==> config.mk <==
export PLATFORM = sky130hd
export DESIGN_NAME = histogram_mode_finder
export DESIGN_NICKNAME = d
export VERILOG_FILES = /design/src/rtl/hmf_pkg.sv /design/src/rtl/hmf_ram.sv /design/src/rtl/histogram_mode_finder.sv
export SDC_FILE = /design/constraint.sdc
export NUM_CORES = 2
export LEC_CHECK = 0
export ABC_CLOCK_PERIOD_IN_PS = 19250
export BUFFER_PORTS_ARGS = -buffer_cell sky130_fd_sc_hd__buf_4
export CAP_MARGIN = 15
export CORE_MARGIN = 2
export CORE_UTILIZATION = 55
export DETAILED_ROUTE_END_ITERATION = 12
export PLACE_DENSITY = 0.7
export SYNTH_ARGS = -nofsm -noshare
export SYNTH_HDL_FRONTEND = slang
export SYNTH_HIERARCHICAL = 1
export SYNTH_SLANG_ARGS = --single-unit
==> constraint.sdc <==
create_clock -name i_clk -period 19.25 [get_ports i_clk]
set_clock_uncertainty 0.1 [all_clocks]
set_input_delay 2.8875 -clock i_clk [delete_from_list [all_inputs] [get_ports i_clk]]
set_output_delay 2.8875 -clock i_clk [all_outputs]
set_load 0.02 [all_outputs]
==> src/rtl/hmf_pkg.sv <==
package hmf_pkg;

    // Label and bin geometry
    localparam int LBL_W    = 8;
    localparam int NUM_BINS = 256;
    localparam int IDX_W    = (NUM_BINS > 1) ? $clog2(NUM_BINS) : 1;

    // Bin counters saturate at all ones
    localparam int               CNT_W     = 13;
    localparam logic [CNT_W-1:0] COUNT_MAX = '1;

    // Last bin index and bin count in label width plus one
    localparam logic [IDX_W-1:0] LAST_BIN = IDX_W'(NUM_BINS - 1);
    localparam logic [LBL_W:0]   BIN_LIM  = (LBL_W + 1)'(NUM_BINS);

    // Control sequence
    typedef enum logic [2:0] {
        ST_CLEAR,
        ST_COUNT,
        ST_DRAIN,
        ST_SCAN,
        ST_FINISH
    } t_state;

    // Write port of the bin memory
    typedef struct packed {
        logic             we;
        logic [IDX_W-1:0] addr;
        logic [CNT_W-1:0] data;
    } t_bin_wr;

endpackage

==> src/rtl/hmf_ram.sv <==
module hmf_ram #(
    parameter int WIDTH = 8,
    parameter int DEPTH = 256,
    parameter int AW    = (DEPTH > 1) ? $clog2(DEPTH) : 1
) (
    input  logic             i_clk,
    input  logic             i_we,
    input  logic [AW-1:0]    i_waddr,
    input  logic [WIDTH-1:0] i_wdata,
    input  logic             i_re,
    input  logic [AW-1:0]    i_raddr,
    output logic [WIDTH-1:0] o_rdata
);

    logic [WIDTH-1:0] r_mem [DEPTH];
    logic [WIDTH-1:0] r_rdata;

    // One write and one registered read per cycle; a same-address read sees old data
    always_ff @(posedge i_clk) begin
        if (i_we) begin
            r_mem[i_waddr] <= i_wdata;
        end
        if (i_re) begin
            r_rdata <= r_mem[i_raddr];
        end
    end

    assign o_rdata = r_rdata;

endmodule

==> src/rtl/histogram_mode_finder.sv <==
// Channel  Direction  Handshake                 Word
// input    in         i_in_valid / o_in_stall   i_label_value, i_last_of_region
// output   out        o_out_valid / i_out_stall o_mode_value
//
// While counting, one word is taken every cycle: a forwarded read-modify-write
// on the bin memory (read, then increment and write back in the next cycle).
// A word marked last is followed by drain, a scan of every bin through the
// single read port, and finish before the next word is taken.
// After reset the bin memory is cleared one entry a cycle.
// The input stalls outside counting; the finished result waits in the output
// register; finish holds while a scan read is due or an older result stalls.
module histogram_mode_finder (
    input  logic                        i_clk,
    input  logic                        i_rst_n,
    input  logic                        i_in_valid,
    output logic                        o_in_stall,
    input  logic [hmf_pkg::LBL_W-1:0]   i_label_value,
    input  logic                        i_last_of_region,
    output logic                        o_out_valid,
    input  logic                        i_out_stall,
    output logic [hmf_pkg::LBL_W-1:0]   o_mode_value
);

    hmf_pkg::t_state               r_state, n_state;
    logic [hmf_pkg::IDX_W-1:0]     r_idx, n_idx;

    // Count pipeline
    logic                          r_s1_vld;
    logic [hmf_pkg::IDX_W-1:0]     r_s1_lbl;
    logic                          r_wr_vld;
    logic [hmf_pkg::IDX_W-1:0]     r_wr_lbl;
    logic [hmf_pkg::CNT_W-1:0]     r_wr_cnt;

    // Scan pipeline
    logic                          r_sc_vld;
    logic [hmf_pkg::IDX_W-1:0]     r_sc_idx;
    logic [hmf_pkg::CNT_W-1:0]     r_best_cnt;
    logic [hmf_pkg::IDX_W-1:0]     r_best_lbl;

    // Output register
    logic                          r_out_vld;
    logic [hmf_pkg::LBL_W-1:0]     r_mode;

    logic                          in_acc;
    logic                          in_range;
    logic                          load_out;
    logic                          ram_re;
    logic [hmf_pkg::IDX_W-1:0]     ram_raddr;
    logic [hmf_pkg::CNT_W-1:0]     ram_rdata;
    hmf_pkg::t_bin_wr              bin_wr;
    logic [hmf_pkg::CNT_W-1:0]     cnt_old;
    logic [hmf_pkg::CNT_W-1:0]     cnt_new;

    assign o_in_stall = (r_state != hmf_pkg::ST_COUNT);
    assign in_acc     = i_in_valid && !o_in_stall;
    assign in_range   = ({1'b0, i_label_value} < hmf_pkg::BIN_LIM);

    // Forward the count written at the last edge; the memory read missed it
    assign cnt_old = (r_wr_vld && (r_wr_lbl == r_s1_lbl)) ? r_wr_cnt : ram_rdata;
    assign cnt_new = (cnt_old == hmf_pkg::COUNT_MAX) ? cnt_old
                                                     : cnt_old + hmf_pkg::CNT_W'(1);

    // Sequencer and memory port steering
    always_comb begin
        n_state     = r_state;
        n_idx       = r_idx;
        load_out    = 1'b0;
        ram_re      = 1'b0;
        ram_raddr   = r_idx;
        bin_wr.we   = 1'b0;
        bin_wr.addr = r_idx;
        bin_wr.data = '0;

        // Count write-back and scan zero write never fall in the same cycle
        if (r_s1_vld) begin
            bin_wr.we   = 1'b1;
            bin_wr.addr = r_s1_lbl;
            bin_wr.data = cnt_new;
        end else if (r_sc_vld) begin
            bin_wr.we   = 1'b1;
            bin_wr.addr = r_sc_idx;
        end

        unique case (r_state)
            hmf_pkg::ST_CLEAR: begin
                bin_wr.we   = 1'b1;
                bin_wr.addr = r_idx;
                bin_wr.data = '0;
                if (r_idx == hmf_pkg::LAST_BIN) begin
                    n_idx   = '0;
                    n_state = hmf_pkg::ST_COUNT;
                end else begin
                    n_idx = r_idx + hmf_pkg::IDX_W'(1);
                end
            end
            hmf_pkg::ST_COUNT: begin
                ram_re    = in_acc;
                ram_raddr = i_label_value[hmf_pkg::IDX_W-1:0];
                if (in_acc && i_last_of_region) begin
                    n_state = hmf_pkg::ST_DRAIN;
                end
            end
            hmf_pkg::ST_DRAIN: begin
                n_idx   = '0;
                n_state = hmf_pkg::ST_SCAN;
            end
            hmf_pkg::ST_SCAN: begin
                ram_re = 1'b1;
                if (r_idx == hmf_pkg::LAST_BIN) begin
                    n_idx   = '0;
                    n_state = hmf_pkg::ST_FINISH;
                end else begin
                    n_idx = r_idx + hmf_pkg::IDX_W'(1);
                end
            end
            hmf_pkg::ST_FINISH: begin
                if (!r_sc_vld && (!r_out_vld || !i_out_stall)) begin
                    load_out = 1'b1;
                    n_state  = hmf_pkg::ST_COUNT;
                end
            end
            default: begin
                n_state = hmf_pkg::ST_CLEAR;
            end
        endcase
    end

    // Control registers
    always_ff @(posedge i_clk) begin
        if (!i_rst_n) begin
            r_state   <= hmf_pkg::ST_CLEAR;
            r_idx     <= '0;
            r_s1_vld  <= 1'b0;
            r_wr_vld  <= 1'b0;
            r_sc_vld  <= 1'b0;
            r_out_vld <= 1'b0;
        end else begin
            r_state   <= n_state;
            r_idx     <= n_idx;
            r_s1_vld  <= in_acc && in_range;
            r_wr_vld  <= r_s1_vld;
            r_sc_vld  <= (r_state == hmf_pkg::ST_SCAN);
            if (load_out) begin
                r_out_vld <= 1'b1;
            end else if (!i_out_stall) begin
                r_out_vld <= 1'b0;
            end
        end
    end

    // Payload registers
    always_ff @(posedge i_clk) begin
        r_s1_lbl <= i_label_value[hmf_pkg::IDX_W-1:0];
        r_wr_lbl <= r_s1_lbl;
        r_wr_cnt <= cnt_new;
        r_sc_idx <= r_idx;
        // Running maximum; strict compare keeps the lowest label on ties
        if (r_state == hmf_pkg::ST_DRAIN) begin
            r_best_cnt <= '0;
            r_best_lbl <= '0;
        end else if (r_sc_vld && (ram_rdata > r_best_cnt)) begin
            r_best_cnt <= ram_rdata;
            r_best_lbl <= r_sc_idx;
        end
        if (load_out) begin
            r_mode <= hmf_pkg::LBL_W'(r_best_lbl);
        end
    end

    hmf_ram #(
        .WIDTH (hmf_pkg::CNT_W),
        .DEPTH (hmf_pkg::NUM_BINS)
    ) u_bins (
        .i_clk   (i_clk),
        .i_we    (bin_wr.we),
        .i_waddr (bin_wr.addr),
        .i_wdata (bin_wr.data),
        .i_re    (ram_re),
        .i_raddr (ram_raddr),
        .o_rdata (ram_rdata)
    );

    assign o_out_valid  = r_out_vld;
    assign o_mode_value = r_mode;

    // Count write-back and scan clearing never compete for the write port
    a_wr_port: assert property (@(posedge i_clk) disable iff (!i_rst_n)
        !(r_s1_vld && r_sc_vld))
        else $error("count and scan writes collide");

    // The last word of a region is drained before the scan reads any bin
    a_drain: assert property (@(posedge i_clk) disable iff (!i_rst_n)
        (in_acc && i_last_of_region) |=> (r_state == hmf_pkg::ST_DRAIN))
        else $error("region end did not enter drain");

    // No count write-back is pending while the scan reads
    a_scan_clean: assert property (@(posedge i_clk) disable iff (!i_rst_n)
        (r_state == hmf_pkg::ST_SCAN) |-> !r_s1_vld)
        else $error("scan started with counts in flight");

    // A new result is never loaded over one that is still stalled
    a_no_overwrite: assert property (@(posedge i_clk) disable iff (!i_rst_n)
        load_out |-> (!r_out_vld || !i_out_stall))
        else $error("result overwritten");

endmodule

==> metrics.csv <==
stage,metric,value,unit
run_status,status,finished clean,
timing,hold_slack,285,ps
synth,synth-main-ff-cell,edfxtp_1,
global_routing,grt_max_degree,241,
worst_setup_path,r2r-end,u_bins/o_rdata[1],
pwr,powerDensity,133,nW/um^2
placement,place_congestion,0.869,
routing,num_vias,67518,
synth,async_reset_ff_frac,0,
floorplanning,dieArea,246000,um^2
cells_and_area,layout.cells.most_common,edfxtp_1,
routing,routedWlPerCell,34.2,um
cells_and_area,final_core_util,0.618,
clock_network,htreeDepth,5,
global_routing,grt_pass1_vias,65303,
global_routing,grt_use_total,0.277,
timing,period_share,0.403,
clock_network,root_buffer,clkbuf_16,
synth,synthMuxAreaShare,0.156,
synth,synth_seq_cells,3422,
placement,hpwl,197000,um
routing,drc,0,
synth,ys_types,73,
clock_network,insertion_delay,990,ps
synth,avgSynthCellArea,21.4,um^2
timing,hold_viol,0,
routing,drt-vias-per-instance,6.77,
synth,synth_fp_nets,6240,
timing,rsz0062_at_grt,false,
min_path,hp-start,r_s1_lbl[7],
clock_network,post_cts_resize_count,0,
pwr,ir_worst_vdd,115,uV
global_routing,grt_pass1_wl,483000,um
worst_setup_path,reg2reg_from,r_state[2],
clock_network,cts.sink_count,3422,
job,maxCapViolations,0,
pwr,totalPowerFinal,19.7,mW
synth,synthAdderAreaFrac,0.00141,
cells_and_area,postLayoutCellArea,149000,um^2
worst_setup_path,cp_max_fo,79,
synth,synth-edff-count,3349,
min_path,hold-path-endpoint,r_wr_lbl[7],
clock_network,path_clk_slew,60,ps
clock_network,clockBufferDepth,4,
routing,dr.pass1.iters,5,
cells_and_area,layout_common_cells,"3349 x edfxtp_1, 794 x mux4_2, 352 x clkbuf_16",
clock_network,postCtsHoldBufs,0,
timing,setup_viol,0,
floorplanning,core,240000,um^2
floorplanning,fp.dieW,496,um
clock_network,cts_buffers,349,
cells_and_area,final_nets,6557,
timing,tightestPinTransition,1320,ps
synth,ys_warn_count,6,
worst_setup_path,cp-end-kind,flip-flop,
global_routing,grt.overflow.total,0,
cells_and_area,areaGrowthSynthToFinish,11.8,%
timing,fin_tns_setup,0,ps
worst_setup_path,reg2reg_depth,13,
min_path,hold_class,flip-flop to flip-flop,
synth,synth-simple-area-share,0.0257,
floorplanning,initial_utilization,0.553,
synth,synth_area,133000,um^2
cells_and_area,fill_cells,15956,
synth,synth_top_family_by_area,multiplexers,
floorplanning,row_count,180,
routing,drt_first_iter_violations,9786,
placement,placed_cell_area,138000,um^2
synth,synthXorXnorAreaFrac,0.00204,
min_path,whs_path_depth,0,
pwr,power_leakage,43.1,nW
routing,wl,341000,um
clock_network,cts_setup_buffers,0,
placement,portBuffers,22,
worst_setup_path,r2r_slack,12320,ps
timing,min_period,7760,ps
synth,synthCells,6212,
routing,antenna_left,0,
worst_setup_path,worstPathRequired,19810,ps
synth,yosysSeqAreaShare,0.768,
timing,relSlewSlack,0.120,
worst_setup_path,startpoint_type,input port,
floorplanning,pin_count,23,
synth,synth-compound-area-share,0.0304,
floorplanning,die_h,496,um
worst_setup_path,arrival,8320,ps
clock_network,cts_tree,done,
timing,clock.fmax,0.129,GHz
worst_setup_path,critPathKind,input port to flip-flop,
cells_and_area,drive_above_1_share,0.256,
global_routing,antenna_found_initial,9,
timing,drv_slew,0,
==> flip-flops by register name, indices dropped and copies added (netlist names), 13 cells and up <==
| signal | flops |
|---|---|
| u_bins/r_mem | 3328 |
| r_wr_cnt | 13 |
| r_best_cnt | 13 |
| u_bins/o_rdata | 13 |
==> worst max-delay path by stage <==
stage / startpoint / endpoint / slack (ps)
global placement: i_label_value[0] / u_bins/o_rdata[4] / 10420
floorplan: r_s1_lbl[5] / u_bins/r_mem[0][3] / 4280
global route: i_label_value[0] / u_bins/o_rdata[1] / 11210
detailed placement: i_label_value[0] / u_bins/o_rdata[1] / 10480
CTS: i_label_value[0] / u_bins/o_rdata[1] / 11450
finish: i_label_value[0] / u_bins/o_rdata[1] / 11490
==> power breakdown <==
part / leakage [nW] / total [mW] / switching (mW) / internal (mW)
registers: 28.3 / 8.33 / 0.0826 / 8.25
logic: 9.67 / 5.00 / 2.91 / 2.09
clock network: 5.16 / 6.36 / 2.70 / 3.67
==> cell usage after synthesis (19+ instances only) <==
master	count	area share
nand2_1	140	0.0040
nor4_1	19	0.00089
o221ai_1	70	0.0046
mux4_2	794	0.13
mux2_2	23	0.0019
a22o_1	39	0.0026
dfxtp_1	73	0.011
o22ai_1	43	0.0020
nor2_1	299	0.0084
a22oi_1	68	0.0038
o21ai_0	35	0.0013
nor3_1	39	0.0015
clkbuf_1	167	0.0047
xnor2_1	19	0.0013
a211oi_1	44	0.0025
edfxtp_1	3349	0.76
buf_2	77	0.0029
mux2i_1	258	0.019
nand3_1	64	0.0024
nand4_1	30	0.0014
nor2b_1	55	0.0026
buf_1	27	0.00076
a21oi_1	94	0.0035
a221oi_1	54	0.0036
buf_6	47	0.0040
buf_4	42	0.0024
==> area by class of cell <==
| class | count | area [um^2] | share of cell area |
|---|---|---|---|
| well taps | 3185 | 3990 | 0.0268 |
| repair buffers | 337 | 2740 | 0.0185 |
| inverters | 18 | 70.1 | 0.000472 |
| diodes | 4 | 10.0 | 0.0000674 |
| clock buffers | 441 | 9190 | 0.0619 |
| clock inverters | 159 | 1350 | 0.00908 |
| flip-flops and latches | 3422 | 102000 | 0.687 |
| multi-input cells | 2401 | 29100 | 0.196 |
==> layer usage <==
metal | GRT usage | vias to the layer above | wire length [um]
li1 | - | 26757 | -
met1 | 0.399 | 35745 | 128000
met2 | 0.425 | 4376 | 161000
met3 | 0.0592 | 638 | 38800
met4 | 0.101 | 2 | 13000
met5 | 0 | - | 13
==> critical path, cell delays in order <==
cell	delay [ps]
buf_4	100
mux2_8	530
buf_12	490
buf_4	850
buf_4	680
mux4_2	620
a22oi_1	250
and3_1	270
a211oi_1	80
a311oi_1	900
nor4_1	190
==> cells by family after synthesis <==
family,count (synthesis)
multiplexers,1076
adder cells (fa/ha/maj),15
AO/OA/AOI/OAI,556
AND/OR/NAND/NOR,723
buffers and inverters,389
flip-flops,3422
XOR/XNOR,31
==> metrics by stage <==
step / std cells / worst slack, ps
after global routing: 9964 / 11210
after CTS: 9951 / 11450
after global placement: 9342 / 10420
final: 9967 / 11490
after detailed placement: 9351 / 10480
after floorplan: 6212 / 4280
Power figures use the tool's default switching activity.
